===== src/rtl/rpbc_pkg.sv =====
// Shared types and constants of the read path bundle classifier.
package rpbc_pkg;

    localparam int CFG_INDEX_W = 8;
    localparam int CFG_DATA_W  = 16;
    localparam int CAT_W       = 3;
    localparam int TOFF_W      = 4;
    localparam int COUNT_W     = 32;

    // Configuration register indexes
    typedef enum logic [CFG_INDEX_W-1:0] {
        REG_FIRST_NODE = 8'd0,
        REG_LAST_NODE  = 8'd1
    } cfg_reg_t;

    // Read categories as reported on the result channel
    typedef enum logic [CAT_W-1:0] {
        CAT_NONE   = 3'd0,
        CAT_SPAN   = 3'd1,
        CAT_BYPASS = 3'd2,
        CAT_UP     = 3'd3,
        CAT_DOWN   = 3'd4
    } cat_t;

    // Counter banks inside the count store
    typedef enum logic [1:0] {
        BANK_SPAN   = 2'd0,
        BANK_UP     = 2'd1,
        BANK_DOWN   = 2'd2,
        BANK_BYPASS = 2'd3
    } bank_t;

    // Classification request from the path tracker to the count store
    typedef struct packed {
        logic valid;
        cat_t category;
    } class_req_t;

endpackage


===== src/rtl/rpbc_if.sv =====
// Channel interfaces: path node input, result output and configuration write.
interface rpbc_node_if #(
    parameter int NODE_ID_BITS = 16
);
    logic                    valid;
    logic                    ready;
    logic [NODE_ID_BITS-1:0] node_id;
    logic                    path_end;

    modport source (output valid, output node_id, output path_end, input ready);
    modport sink   (input valid, input node_id, input path_end, output ready);
endinterface

interface rpbc_result_if;
    logic                                  valid;
    logic                                  ready;
    rpbc_pkg::cat_t                        category;
    logic [rpbc_pkg::TOFF_W-1:0]           target_offset;
    logic [rpbc_pkg::COUNT_W-1:0]          count_after;

    modport source (output valid, output category, output target_offset,
                    output count_after, input ready);
    modport sink   (input valid, input category, input target_offset,
                    input count_after, output ready);
endinterface

interface rpbc_cfg_if;
    logic                                valid;
    logic                                ready;
    logic [rpbc_pkg::CFG_INDEX_W-1:0]    reg_index;
    logic [rpbc_pkg::CFG_DATA_W-1:0]     data;

    modport source (output valid, output reg_index, output data, input ready);
    modport sink   (input valid, input reg_index, input data, output ready);
endinterface


===== src/rtl/read_path_bundle_classifier_unit.sv =====
// Top level of the read path bundle classifier.
//
// Streams alignment path node ids, one item per cycle unless stalled, each
// with a mark on the last node of its path. Nodes below first_node count as
// upstream, nodes above the effective last node (last_node, clipped to
// MAX_BUNDLE_NODES nodes from first_node) as downstream, the rest as inside;
// the offset of the last inside node is kept. At path end the read is
// classified as spanning, bypassing, upstream flanking or downstream flanking
// (or left unclassified), the matching 32-bit counter saturates upward, and
// one result item carries category, offset and new count. Items that are not
// path ends give no result. The block accepts one item every cycle unless a
// stall on the result channel holds it back; a path-end item passes the input
// register, the counter read stage and the result register in that order. The
// counter memory's single read and write port with forwarding between
// back-to-back updates sets the one-per-cycle rate. Counters read as zero
// after reset through per-entry valid bits, so no clearing pass is needed.
// Write first_node (index 0) and last_node (index 1) only while the block is
// idle; other indexes are ignored.
module read_path_bundle_classifier_unit #(
    parameter int MAX_BUNDLE_NODES = 16,
    parameter int NODE_ID_BITS     = 16
) (
    input  logic           clk,
    input  logic           rst_n,
    rpbc_cfg_if.sink       cfg,
    rpbc_node_if.sink      path_in,
    rpbc_result_if.source  result_out
);

    // Offset width: enough for every bundle position
    localparam int OFF_W = (MAX_BUNDLE_NODES > 1) ? $clog2(MAX_BUNDLE_NODES) : 1;

    logic [rpbc_pkg::CFG_DATA_W-1:0] first_node_reg;
    logic [rpbc_pkg::CFG_DATA_W-1:0] last_node_reg;

    rpbc_pkg::class_req_t req;
    logic [OFF_W-1:0]     req_offset;
    logic                 req_ready;

    // Configuration writes are always accepted: ready is tied high
    assign cfg.ready = 1'b1;

    always_ff @(posedge clk or negedge rst_n)
    begin
        if (!rst_n)
        begin
            first_node_reg <= '0;
            last_node_reg  <= '0;
        end
        else if (cfg.valid)
        begin
            case (cfg.reg_index)
                rpbc_pkg::REG_FIRST_NODE: first_node_reg <= cfg.data;
                rpbc_pkg::REG_LAST_NODE:  last_node_reg  <= cfg.data;
                default:
                begin
                    // Drop writes to unknown indexes
                end
            endcase
        end
    end

    // Hold per-path flags and classify at path end
    rpbc_path_tracker #(
        .MAX_BUNDLE_NODES (MAX_BUNDLE_NODES),
        .NODE_ID_BITS     (NODE_ID_BITS),
        .OFF_W            (OFF_W)
    ) u_tracker (
        .clk         (clk),
        .rst_n       (rst_n),
        .first_node  (first_node_reg),
        .last_node   (last_node_reg),
        .in_valid    (path_in.valid),
        .in_ready    (path_in.ready),
        .in_node_id  (path_in.node_id),
        .in_path_end (path_in.path_end),
        .req         (req),
        .req_offset  (req_offset),
        .req_ready   (req_ready)
    );

    // Advance the matching counter and register the result item
    rpbc_count_store #(
        .OFF_W (OFF_W)
    ) u_store (
        .clk               (clk),
        .rst_n             (rst_n),
        .req               (req),
        .req_offset        (req_offset),
        .req_ready         (req_ready),
        .out_valid         (result_out.valid),
        .out_ready         (result_out.ready),
        .out_category      (result_out.category),
        .out_target_offset (result_out.target_offset),
        .out_count_after   (result_out.count_after)
    );

endmodule


===== src/rtl/rpbc_path_tracker.sv =====
// Input register, per-path flags and read classification.
module rpbc_path_tracker #(
    parameter int MAX_BUNDLE_NODES = 16,
    parameter int NODE_ID_BITS     = 16,
    parameter int OFF_W            = 4
) (
    input  logic                                clk,
    input  logic                                rst_n,
    input  logic [rpbc_pkg::CFG_DATA_W-1:0]     first_node,
    input  logic [rpbc_pkg::CFG_DATA_W-1:0]     last_node,
    input  logic                                in_valid,
    output logic                                in_ready,
    input  logic [NODE_ID_BITS-1:0]             in_node_id,
    input  logic                                in_path_end,
    output rpbc_pkg::class_req_t                req,
    output logic [OFF_W-1:0]                    req_offset,
    input  logic                                req_ready
);

    localparam int CMP_W = (NODE_ID_BITS > rpbc_pkg::CFG_DATA_W) ?
                           NODE_ID_BITS + 1 : rpbc_pkg::CFG_DATA_W + 1;

    logic                    s1_valid_reg;
    logic [NODE_ID_BITS-1:0] node_reg;
    logic                    end_reg;
    logic                    up_reg;
    logic                    down_reg;
    logic                    inside_reg;
    logic [OFF_W-1:0]        offset_reg;

    logic [CMP_W-1:0] node_ext;
    logic [CMP_W-1:0] first_ext;
    logic [CMP_W-1:0] last_ext;
    logic [CMP_W-1:0] cap;
    logic [CMP_W-1:0] last_eff;
    logic [CMP_W-1:0] diff;
    logic             is_up;
    logic             is_down;
    logic             is_inside;
    logic             up_fin;
    logic             down_fin;
    logic             inside_fin;
    logic [OFF_W-1:0] off_new;
    logic [OFF_W-1:0] off_fin;
    logic             s1_go;

    // Place the node against the bundle, clipped to the supported length
    always_comb
    begin
        node_ext   = CMP_W'(node_reg);
        first_ext  = CMP_W'(first_node);
        last_ext   = CMP_W'(last_node);
        cap        = first_ext + CMP_W'(MAX_BUNDLE_NODES - 1);
        last_eff   = (last_ext > cap) ? cap : last_ext;
        diff       = node_ext - first_ext;
        is_up      = node_ext < first_ext;
        is_down    = !is_up && (node_ext > last_eff);
        is_inside  = !is_up && !is_down;
        off_new    = OFF_W'(diff);
        up_fin     = up_reg | is_up;
        down_fin   = down_reg | is_down;
        inside_fin = inside_reg | is_inside;
        off_fin    = is_inside ? off_new : offset_reg;
    end

    // Classify at path end in priority order
    always_comb
    begin
        req.valid  = s1_valid_reg && end_reg;
        req.category = rpbc_pkg::CAT_NONE;
        req_offset = '0;
        if (up_fin && down_fin)
        begin
            if (inside_fin)
            begin
                req.category = rpbc_pkg::CAT_SPAN;
                req_offset   = off_fin;
            end
            else
            begin
                req.category = rpbc_pkg::CAT_BYPASS;
            end
        end
        else if (up_fin && inside_fin)
        begin
            req.category = rpbc_pkg::CAT_UP;
            req_offset   = off_fin;
        end
        else if (inside_fin && down_fin)
        begin
            req.category = rpbc_pkg::CAT_DOWN;
            req_offset   = off_fin;
        end
    end

    assign s1_go    = s1_valid_reg && (!end_reg || req_ready);
    assign in_ready = !s1_valid_reg || s1_go;

    always_ff @(posedge clk or negedge rst_n)
    begin
        if (!rst_n)
        begin
            s1_valid_reg <= 1'b0;
            up_reg       <= 1'b0;
            down_reg     <= 1'b0;
            inside_reg   <= 1'b0;
            offset_reg   <= '0;
        end
        else
        begin
            if (in_ready)
            begin
                s1_valid_reg <= in_valid;
            end
            if (s1_go)
            begin
                // Clear flags at path end, else fold in this node
                if (end_reg)
                begin
                    up_reg     <= 1'b0;
                    down_reg   <= 1'b0;
                    inside_reg <= 1'b0;
                    offset_reg <= '0;
                end
                else
                begin
                    up_reg     <= up_fin;
                    down_reg   <= down_fin;
                    inside_reg <= inside_fin;
                    offset_reg <= off_fin;
                end
            end
        end
    end

    always_ff @(posedge clk)
    begin
        if (in_ready && in_valid)
        begin
            node_reg <= in_node_id;
            end_reg  <= in_path_end;
        end
    end

endmodule


===== src/rtl/rpbc_count_store.sv =====
// Saturating counter memory with read stage, forwarding and result register.
module rpbc_count_store #(
    parameter int OFF_W = 4
) (
    input  logic                                clk,
    input  logic                                rst_n,
    input  rpbc_pkg::class_req_t                req,
    input  logic [OFF_W-1:0]                    req_offset,
    output logic                                req_ready,
    output logic                                out_valid,
    input  logic                                out_ready,
    output rpbc_pkg::cat_t                      out_category,
    output logic [rpbc_pkg::TOFF_W-1:0]         out_target_offset,
    output logic [rpbc_pkg::COUNT_W-1:0]        out_count_after
);

    localparam int ADDR_W  = OFF_W + 2;
    localparam int ENTRIES = 1 << ADDR_W;

    logic [rpbc_pkg::COUNT_W-1:0] mem [ENTRIES];
    logic [ENTRIES-1:0]           entry_valid_reg;

    logic                         s2_valid_reg;
    rpbc_pkg::cat_t               s2_cat_reg;
    logic [OFF_W-1:0]             s2_off_reg;
    logic [ADDR_W-1:0]            s2_addr_reg;
    logic [rpbc_pkg::COUNT_W-1:0] rd_data_reg;
    logic                         rd_hit_reg;
    logic                         fwd_reg;

    logic                         out_valid_reg;
    rpbc_pkg::cat_t               out_cat_reg;
    logic [rpbc_pkg::TOFF_W-1:0]  out_off_reg;
    logic [rpbc_pkg::COUNT_W-1:0] out_count_reg;

    rpbc_pkg::bank_t              bank;
    logic [ADDR_W-1:0]            req_addr;
    logic                         req_fire;
    logic                         s2_go;
    logic                         s2_counted;
    logic [rpbc_pkg::COUNT_W-1:0] base;
    logic [rpbc_pkg::COUNT_W-1:0] count_next;

    always_comb
    begin
        case (req.category)
            rpbc_pkg::CAT_SPAN:   bank = rpbc_pkg::BANK_SPAN;
            rpbc_pkg::CAT_UP:     bank = rpbc_pkg::BANK_UP;
            rpbc_pkg::CAT_DOWN:   bank = rpbc_pkg::BANK_DOWN;
            default:              bank = rpbc_pkg::BANK_BYPASS;
        endcase
        req_addr = {bank, req_offset};
    end

    assign s2_go      = s2_valid_reg && (!out_valid_reg || out_ready);
    assign req_ready  = !s2_valid_reg || s2_go;
    assign req_fire   = req.valid && req_ready;
    assign s2_counted = (s2_cat_reg != rpbc_pkg::CAT_NONE);

    // Take the value just written by the item ahead when it hits the same counter
    always_comb
    begin
        if (fwd_reg)
        begin
            base = out_count_reg;
        end
        else if (rd_hit_reg)
        begin
            base = rd_data_reg;
        end
        else
        begin
            base = '0;
        end
        if (!s2_counted)
        begin
            count_next = '0;
        end
        else if (&base)
        begin
            count_next = base;
        end
        else
        begin
            count_next = base + rpbc_pkg::COUNT_W'(1);
        end
    end

    always_ff @(posedge clk)
    begin
        if (s2_go && s2_counted)
        begin
            mem[s2_addr_reg] <= count_next;
        end
        if (req_fire)
        begin
            rd_data_reg <= mem[req_addr];
            rd_hit_reg  <= entry_valid_reg[req_addr];
            fwd_reg     <= s2_valid_reg && s2_counted && (s2_addr_reg == req_addr);
            s2_cat_reg  <= req.category;
            s2_off_reg  <= req_offset;
            s2_addr_reg <= req_addr;
        end
        if (s2_go)
        begin
            out_cat_reg   <= s2_cat_reg;
            out_off_reg   <= rpbc_pkg::TOFF_W'(s2_off_reg);
            out_count_reg <= count_next;
        end
    end

    always_ff @(posedge clk or negedge rst_n)
    begin
        if (!rst_n)
        begin
            entry_valid_reg <= '0;
            s2_valid_reg    <= 1'b0;
            out_valid_reg   <= 1'b0;
        end
        else
        begin
            if (s2_go && s2_counted)
            begin
                entry_valid_reg[s2_addr_reg] <= 1'b1;
            end
            if (req_ready)
            begin
                s2_valid_reg <= req.valid;
            end
            if (s2_go)
            begin
                out_valid_reg <= 1'b1;
            end
            else if (out_ready)
            begin
                out_valid_reg <= 1'b0;
            end
        end
    end

    assign out_valid         = out_valid_reg;
    assign out_category      = out_cat_reg;
    assign out_target_offset = out_off_reg;
    assign out_count_after   = out_count_reg;

endmodule


===== src/flat_wrapper.sv =====
// flat-port wrapper written by rule: the top's interface ports become plain ports
module read_path_bundle_classifier_unit_flat 
#(
    parameter int MAX_BUNDLE_NODES = 16,
    parameter int NODE_ID_BITS     = 16
)
  (clk, rst_n, cfg_valid, cfg_reg_index, cfg_data, cfg_ready, path_in_valid, path_in_node_id, path_in_path_end, path_in_ready, result_out_valid, result_out_category, result_out_target_offset, result_out_count_after, result_out_ready);
  rpbc_cfg_if cfg_i ();
  rpbc_node_if #(.NODE_ID_BITS(NODE_ID_BITS)) path_in_i ();
  rpbc_result_if result_out_i ();
  input  logic clk;
  input  logic rst_n;
  input wire logic [$bits(cfg_i.valid)-1:0] cfg_valid;
  input wire logic [$bits(cfg_i.reg_index)-1:0] cfg_reg_index;
  input wire logic [$bits(cfg_i.data)-1:0] cfg_data;
  output wire logic [$bits(cfg_i.ready)-1:0] cfg_ready;
  input wire logic [$bits(path_in_i.valid)-1:0] path_in_valid;
  input wire logic [$bits(path_in_i.node_id)-1:0] path_in_node_id;
  input wire logic [$bits(path_in_i.path_end)-1:0] path_in_path_end;
  output wire logic [$bits(path_in_i.ready)-1:0] path_in_ready;
  output wire logic [$bits(result_out_i.valid)-1:0] result_out_valid;
  output wire logic [$bits(result_out_i.category)-1:0] result_out_category;
  output wire logic [$bits(result_out_i.target_offset)-1:0] result_out_target_offset;
  output wire logic [$bits(result_out_i.count_after)-1:0] result_out_count_after;
  input wire logic [$bits(result_out_i.ready)-1:0] result_out_ready;
  assign cfg_i.valid = cfg_valid;
  assign cfg_i.reg_index = cfg_reg_index;
  assign cfg_i.data = cfg_data;
  assign cfg_ready = cfg_i.ready;
  assign path_in_i.valid = path_in_valid;
  assign path_in_i.node_id = path_in_node_id;
  assign path_in_i.path_end = path_in_path_end;
  assign path_in_ready = path_in_i.ready;
  assign result_out_valid = result_out_i.valid;
  assign result_out_category = result_out_i.category;
  assign result_out_target_offset = result_out_i.target_offset;
  assign result_out_count_after = result_out_i.count_after;
  assign result_out_i.ready = result_out_ready;
  read_path_bundle_classifier_unit #(.MAX_BUNDLE_NODES(MAX_BUNDLE_NODES), .NODE_ID_BITS(NODE_ID_BITS)) u_core (.clk(clk), .rst_n(rst_n), .cfg(cfg_i), .path_in(path_in_i), .result_out(result_out_i));
endmodule

===== config.mk =====
export PLATFORM = sky130hd
export DESIGN_NAME = read_path_bundle_classifier_unit_flat
export DESIGN_NICKNAME = d
export VERILOG_FILES = /design/src/rtl/rpbc_pkg.sv /design/src/rtl/rpbc_if.sv /design/src/rtl/read_path_bundle_classifier_unit.sv /design/src/rtl/rpbc_path_tracker.sv /design/src/rtl/rpbc_count_store.sv /design/src/flat_wrapper.sv
export SDC_FILE = /design/constraint.sdc
export NUM_CORES = 2
export LEC_CHECK = 0
export BUFFER_PORTS_ARGS = -buffer_cell sky130_fd_sc_hd__buf_2
export CORE_UTILIZATION = 50
export DETAILED_ROUTE_END_ITERATION = 10
export PLACE_DENSITY = 0.64
export SYNTH_ARGS = -nofsm -noshare
export SYNTH_HDL_FRONTEND = slang
export SYNTH_SLANG_ARGS = --single-unit

===== constraint.sdc =====
create_clock -name clk -period 7.6 [get_ports clk]
set_clock_uncertainty 0.15 [all_clocks]
set_input_delay 0.38 -clock clk [delete_from_list [all_inputs] [get_ports clk]]
set_output_delay 0.38 -clock clk [all_outputs]
set_load 0.005 [all_outputs]

# [Word level (Yosys, flattened, before mapping)]
# Memories as Yosys holds them, arrays and structs flattened. A register that Yosys moved wholly into a read port is not among the register bits.
# Index checks and enable logic that the tools add are counted.
[op_classes] n_mux=27 addsub=3 shifts=0 order_cmp=6 div=0 n_eq_ne=5 n_mul=0 bitwise_logic=4 reduce_logical=30
[ops] op="$mux 32" count=4
[ops] op="$or 64x64->64" count=1
[ops] op="$gt 16x17->1" count=2
[ops] op="$add 32x1->32 const B" count=1
[ops] op="$reduce_and 32->1" count=1
[ops] op="$mux 4" count=6
[ops] op="$add 16x4->17 const B" count=1
[ops] op="$mux 17" count=1
[ops] op="$lt 16x16->1" count=1
[ops] op="$logic_and 1x1->1" count=14
[ops] op="$lt 6x7->1 const B" count=2
[ops] op="$mux 1" count=9
[ops] op="$mux 3" count=3
[ops] op="$eq 8x1->1 const B" count=1
[ops] op="$logic_not 8->1" count=1
[ops] op="$bmux 1 s6" count=1
[ops] op="$demux 1 s6" count=1
[ops] op="$eq 6x6->1" count=1
[ops] op="$ge 6x1->1 const B" count=1
[ops] op="$logic_not 1->1" count=6
[ops] op="$pmux 2 s3" count=1
[ops] op="$logic_or 1x1->1" count=4
[ops] op="$reduce_and 2->1" count=2
[ops] op="$sub 4x4->4" count=1
[ops] op="other kinds (7)" count=9
[totals] output_inout_bits=42 elab_cells=96 latch_bits=0 mem_bits_ro=0 inputBits=46 ram_bits=2048 reg_bits=177 memories=1
[mem_list] memory="u_core.u_store.mem" words=64 word_bits=32 rd=1 rd_clocked_by_memory_dff=1 write_ports=1 line_no="rpbc_count_store.sv:20" rtl="logic [rpbc_pkg::COUNT_W-1:0] mem [ENTRIES];"

# [Depth between registers and ports, before layout]
[logic_depth] word_depth=16 depth_mapped=33 ltp_nobuf=26

# [Modules after synthesis]
# Synthesis repeated with hierarchy kept, for this count alone.
[unflattened] hier_cells=4184 area_unflattened_um2=88946.6
[by_module_without_submodules] module="rpbc_count_store" cells_per_inst=3822 n_inst=1 area_per_inst_um2=84818.8
[by_module_without_submodules] module="rpbc_path_tracker" cells_per_inst=288 n_inst=1 area_per_inst_um2=2837.7
[by_module_without_submodules] module="read_path_bundle_classifier_unit" cells_per_inst=74 n_inst=1 area_per_inst_um2=1290.0

# [Worst setup path after synthesis]
# No wires, ideal clock.
[synth_path] kind="register to register" from="register u_core.first_node_reg[0] (netlist name)" to="register u_core.u_store.rd_data_reg[22] (netlist name), read port of u_core.u_store.mem (data pin)" arrival_ns=6.185 stages_incl_launch_ff=31 required_time_ns=7.189 path_buffers=4 path_slack_ns=1.004 period_less_slack_ns=6.596 path_cell_list="dfrtp_1 > inv_1 > ha_1 > and3_1 > nor3_1 > xnor2_1 > ha_1 > a21o_1 > a21o_1 > a21oi_1 > o21a_1 > o21a_1 > o21ai_1 > and3_1 > clkbuf_1 > clkbuf_1 > o21ai_0 > ha_1 > nand3_1 > or4_1 > o32a_1 > o31a_1 > buf_6 > nor3_2 > nor2_2 > inv_2 > buf_2 > mux4_2 > a2111oi_0 > nor2_1 > a221o_1"
[synth_via] elab_chain_cells=14
[synth_lines] element="start, declared" line_no="read_path_bundle_classifier_unit.sv:33" rtl="logic [rpbc_pkg::CFG_DATA_W-1:0] first_node_reg;"
[synth_lines] element="start signal, assigned" line_no="read_path_bundle_classifier_unit.sv:53" rtl="rpbc_pkg::REG_FIRST_NODE: first_node_reg <= cfg.data;"
[synth_lines] element="$add 16x4->17" line_no="rpbc_path_tracker.sv:53" rtl="cap = first_ext + CMP_W'(MAX_BUNDLE_NODES - 1);"
[synth_lines] element="$gt 16x17->1" line_no="rpbc_path_tracker.sv:54" rtl="last_eff = (last_ext > cap) ? cap : last_ext;"
[synth_lines] element="$mux 17" line_no="rpbc_path_tracker.sv:54"
[synth_lines] element="$gt 16x17->1" line_no="rpbc_path_tracker.sv:57" rtl="is_down = !is_up && (node_ext > last_eff);"
[synth_lines] element="$logic_and 1x1->1" line_no="rpbc_path_tracker.sv:57"
[synth_lines] element="$logic_not 1->1" line_no="rpbc_path_tracker.sv:58" rtl="is_inside = !is_up && !is_down;"
[synth_lines] element="$logic_and 1x1->1" line_no="rpbc_path_tracker.sv:58"
[synth_lines] element="$or 1x1->1" line_no="rpbc_path_tracker.sv:62" rtl="inside_fin = inside_reg | is_inside;"
[synth_lines] element="$logic_and 1x1->1" line_no="rpbc_path_tracker.sv:89" rtl="else if (inside_fin && down_fin)"
[synth_lines] element="$mux 3" line_no="rpbc_path_tracker.sv:89"
[synth_lines] element="$mux 3" line_no="rpbc_path_tracker.sv:84" rtl="else if (up_fin && inside_fin)"
[synth_lines] element="$mux 3" line_no="rpbc_path_tracker.sv:72" rtl="if (up_fin && down_fin)"
[synth_lines] element="$eq 3x3->1 (tied with other cells)" line_no="rpbc_count_store.sv:46" rtl="case (req.category)"
[synth_lines] element="$pmux 2 s3" line_no="rpbc_count_store.sv:46"
[synth_lines] element="end, declared" line_no="rpbc_count_store.sv:27" rtl="logic [rpbc_pkg::COUNT_W-1:0] rd_data_reg;"
# Parallel ways exist; a longest one is shown, timed or not.
# A chain may end at the register's enable or synchronous reset.

# [Worst setup path after layout]
[layout_path] from="register u_core.first_node_reg[6] (netlist name)" to="register u_core.u_store.rd_data_reg[10] (netlist name), read port of u_core.u_store.mem (data pin)"
# Same word-level chain as after synthesis.

==> impl_metrics.tcl <==
set metrics [dict create \
    worst_slew_margin_rel_pct 14.55 \
    synth_top_cell_area_share_pct 69.43 \
    drt_first_pass_iters 6 \
    synth.avg_cell_area_um2 13.80 \
    grt_pass1_vias 46186 \
    tritoncts_clock_tree "yes" \
    core_area_um2 146400 \
    critPathMaxFanout 29 \
    p_per_area_nw_per_um2 251.8 \
    synth.largest_area_cell "sky130_fd_sc_hd__edfxtp_1" \
    post_synth_and_or_nand_nor_area_fraction_pct 11.76 \
    antenna_violations_before_repair 6 \
    compound_gate_fraction_of_synth_area_pct 8.566 \
    detail-route-antenna-nets 0 \
    worst_hold_path.endpoint "u_core.u_tracker.node_reg[11]$_DFFE_PP_" \
    critical_path_required_ns 7.99 \
    timing_hold_violations_final 0 \
    synth_enable_flop_cells 1715 \
    grt_max_degree 73 \
    critical-path-slowest-cell "sky130_fd_sc_hd__or4_1" \
    numCtsBuffers 181 \
    largest_reg_flops 1616 \
    multi_input_logic_area_um2 19430 \
    ys_seq_elements 1807 \
    achievable-frequency_ghz 0.1357 \
    rr_endpoint "u_core.u_store.rd_data_reg[10]$_DFFE_PP_" \
    synth.distinct_cells 81 \
    post-route-period-util_pct 96.95 \
    area_growth_pct 15.44 \
    critPathLaunchType "flip-flop" \
    die-width_um 387.2 \
    instances_no_fill 7733 \
    reg2reg_setup_slack_ns 0.23 \
    final.min_clock_period_ns 7.368 \
    hold_ws_ns 0.1272 \
    gpl.final_weighted_congestion 0.8905 \
    synth_top_flop_cell "sky130_fd_sc_hd__edfxtp_1" \
    yosys.cell_count.top_type "sky130_fd_sc_hd__edfxtp_1" \
    netlist_area_before_placement_um2 74170 \
    fp.dieArea_um2 149900 \
    hp-start "path_in_node_id[11]" \
    outcome "finished, final reports clean" \
    synth.top_cells.by_count "1715 x sky130_fd_sc_hd__edfxtp_1, 1279 x sky130_fd_sc_hd__nand2_1, 224 x sky130_fd_sc_hd__a21oi_1, 177 x sky130_fd_sc_hd__clkbuf_1, 175 x sky130_fd_sc_hd__nand3_1" \
    fraction_of_final_layout_cells_sized_beyond_drive_strength_1_pct 15.36 \
    yosys-mux-area-fraction_pct 3.291 \
    vdd.ir_drop.worst_mv 0.2010 \
    placed_area_um2 79180 \
    syn-instance-count 5373 \
    tightestPinTransition_ns 1.279 \
    drt-wirelength-per-cell_um 28.78 \
    grt_setup_unrepaired "no" \
    clkLatencyLatePin_ns 0.82 \
    design_area_um2 85620 \
    ctsHtreeMaxLevel 4 \
    finalSetupTns_ns 0 \
    grt_pass1_wl_mm 320.6 \
    cap_viol_max_count 0 \
    worstPathArrival_ns 7.76 \
    dominant_combinational_cell_family_by_area_after_synthesis "simple AND/OR/NAND/NOR gates" \
    dr_total_vias 48229 \
    drc 0 \
    critPathKind "flip-flop to flip-flop" \
    placementRows 140 \
    crit-reg2reg-launch "u_core.first_node_reg[6]$_DFFE_PN0P_" \
    initial_utilization_pct 50.65 \
    gr-usage-all-layers_pct 29.34 \
    final_net_count 5766 \
    area_used_by_sequential_logic_in_the_layout_um2 53800 \
    fill_cells 11243 \
    timing.hold.worst_path_depth 2 \
    synth_fp_nets 5470 \
    routed_wl_mm 222.5 \
    clk_slew_on_worst_s_h_paths_ns 0.06 \
    synth_async_reset_ratio_pct 5.091 \
    vias_per_cell 6.237 \
    buffer_ports.inserted 86 \
    timing.reg2reg.worst_path_depth 26 \
    synth_seq_area_share_pct 72.54 \
    worstSetupStartpoint "u_core.first_node_reg[6]$_DFFE_PN0P_" \
    dp_cells 7324 \
    crit_path_max_incr_delay_ns 0.62 \
    drtIter0Drc 6335 \
    hold_path_class "input pin to flip-flop" \
    finalMaxSlewViolations 0 \
    boundaryPins 88 \
    grt_overflow_total 0 \
    cts.sinks 1807 \
    cts_root_buf "sky130_fd_sc_hd__clkbuf_16" \
    clockBufferDepth 3 \
    critical_path.endpoint_type "flip-flop" \
    synth_adder_area_share_pct 0.8704 \
    xor_xnor_portion_of_the_synthesized_cell_area_pct 0.4959 \
    power.static_leakage_uw 0.03095 \
    finalSetupViolCount 0 \
    yosys_warnings 0 \
    place.detailed.hpwl_mm 128.5 \
    share_of_the_core_filled_with_cells_pct 58.47 \
    synth_top_cells_by_area "sky130_fd_sc_hd__edfxtp_1 69%, sky130_fd_sc_hd__nand2_1 6.5%, sky130_fd_sc_hd__dfrtp_1 3.1%, sky130_fd_sc_hd__mux2i_1 2.2%, sky130_fd_sc_hd__a21oi_1 1.5%" \
    die_h_um 387.2 \
]
==> logic make-up (layout without fill, tap and decap cells) <==
family / count (synthesis) / after routing
buffers and inverters: 411 / 851
multiplexers: 223 / 223
AND/OR/NAND/NOR: 1991 / 1991
XOR/XNOR: 42 / 42
adder cells (fa/ha/maj): 51 / 51
AO/OA/AOI/OAI: 847 / 847
other: 1 / 4
flip-flops: 1807 / 1807
==> area by class of cell <==
type,count,area share [%]
Sequential cell,1807,62.84
Multi-Input combinational cell,3155,22.70
Clock buffer,237,5.695
Timing Repair Buffer,460,4.914
Tap cell,1917,2.801
Clock inverter,90,0.7365
Inverter,64,0.3113
Antenna cell,3,0.008768
==> layer usage <==
layer  up-vias  GRT usage (%)  part of all wire (%)
met5         -              0                     0
met4         0          12.32                   4.3
met3       406          4.749                   9.8
met2      2624          45.60                    46
met1     24293          41.27                    40
li1      20906              -                     -
==> worst max path at each step <==
stage,slack [ns],cells past startpoint,end
3_5_place_dp,0.1,23,u_core.u_store.rd_data_reg[9]$_DFFE_PP_
3_3_place_gp,0.08,23,u_core.u_store.rd_data_reg[9]$_DFFE_PP_
4_1_cts,0.05,23,u_core.u_store.rd_data_reg[9]$_DFFE_PP_
2_1_floorplan,1.00,30,u_core.u_store.rd_data_reg[22]$_DFFE_PP_
5_1_grt,0.006,26,u_core.u_store.rd_data_reg[28]$_DFFE_PP_
6_report,0.23,26,u_core.u_store.rd_data_reg[10]$_DFFE_PP_
==> through the flow <==
step / setup slack, ns / total power (µW)
after floorplan: 1.004 / 12400
final: 0.2316 / 21560
after detailed placement: 0.09539 / 13260
after global routing: 0.006477 / 22120
after CTS: 0.05137 / 21590
after global placement: 0.08090 / 13240
==> power breakdown <==
group / internal (µW) / switching (µW) / leakage [µW]
clock: 4710 / 3720 / 0.00269
combinational: 594 / 1300 / 0.0114
sequential: 11100 / 104 / 0.0168
total: 16400 / 5120 / 0.0310
==> timing repair <==
item                                   CTS  global route
setup buffers                            0             8
setup endpoints to repair                0            33
hold buffers                            70             0
resized for setup                        0            24
endpoints found under the hold margin  110             0
==> layout by cell type, fill, tap and decap left out, types with 72 or more instances in the layout <==
| master | count |
|---|---|
| sky130_fd_sc_hd__a21oi_1 | 220 |
| sky130_fd_sc_hd__nand3_1 | 175 |
| sky130_fd_sc_hd__o21ai_0 | 72 |
| sky130_fd_sc_hd__edfxtp_1 | 1715 |
| sky130_fd_sc_hd__dfrtp_1 | 92 |
| sky130_fd_sc_hd__mux2i_1 | 164 |
| sky130_fd_sc_hd__buf_4 | 242 |
| sky130_fd_sc_hd__nand2_1 | 1279 |
| sky130_fd_sc_hd__nor2_4 | 75 |
| sky130_fd_sc_hd__buf_2 | 85 |
| sky130_fd_sc_hd__and3_1 | 171 |
| sky130_fd_sc_hd__clkbuf_16 | 186 |
| sky130_fd_sc_hd__a311oi_1 | 116 |
==> worst max-delay path: cells and delay by family (launching register included) <==
kind | cells | cell delay (ns)
flops | 1 | 0.36
fa+ha+maj | 2 | 0.61
simple gates | 9 | 2.68
xor+xnor | 1 | 0.17
compound gates | 8 | 2.13
buf+inv | 6 | 1.02
Power figures use the tool's default switching activity.
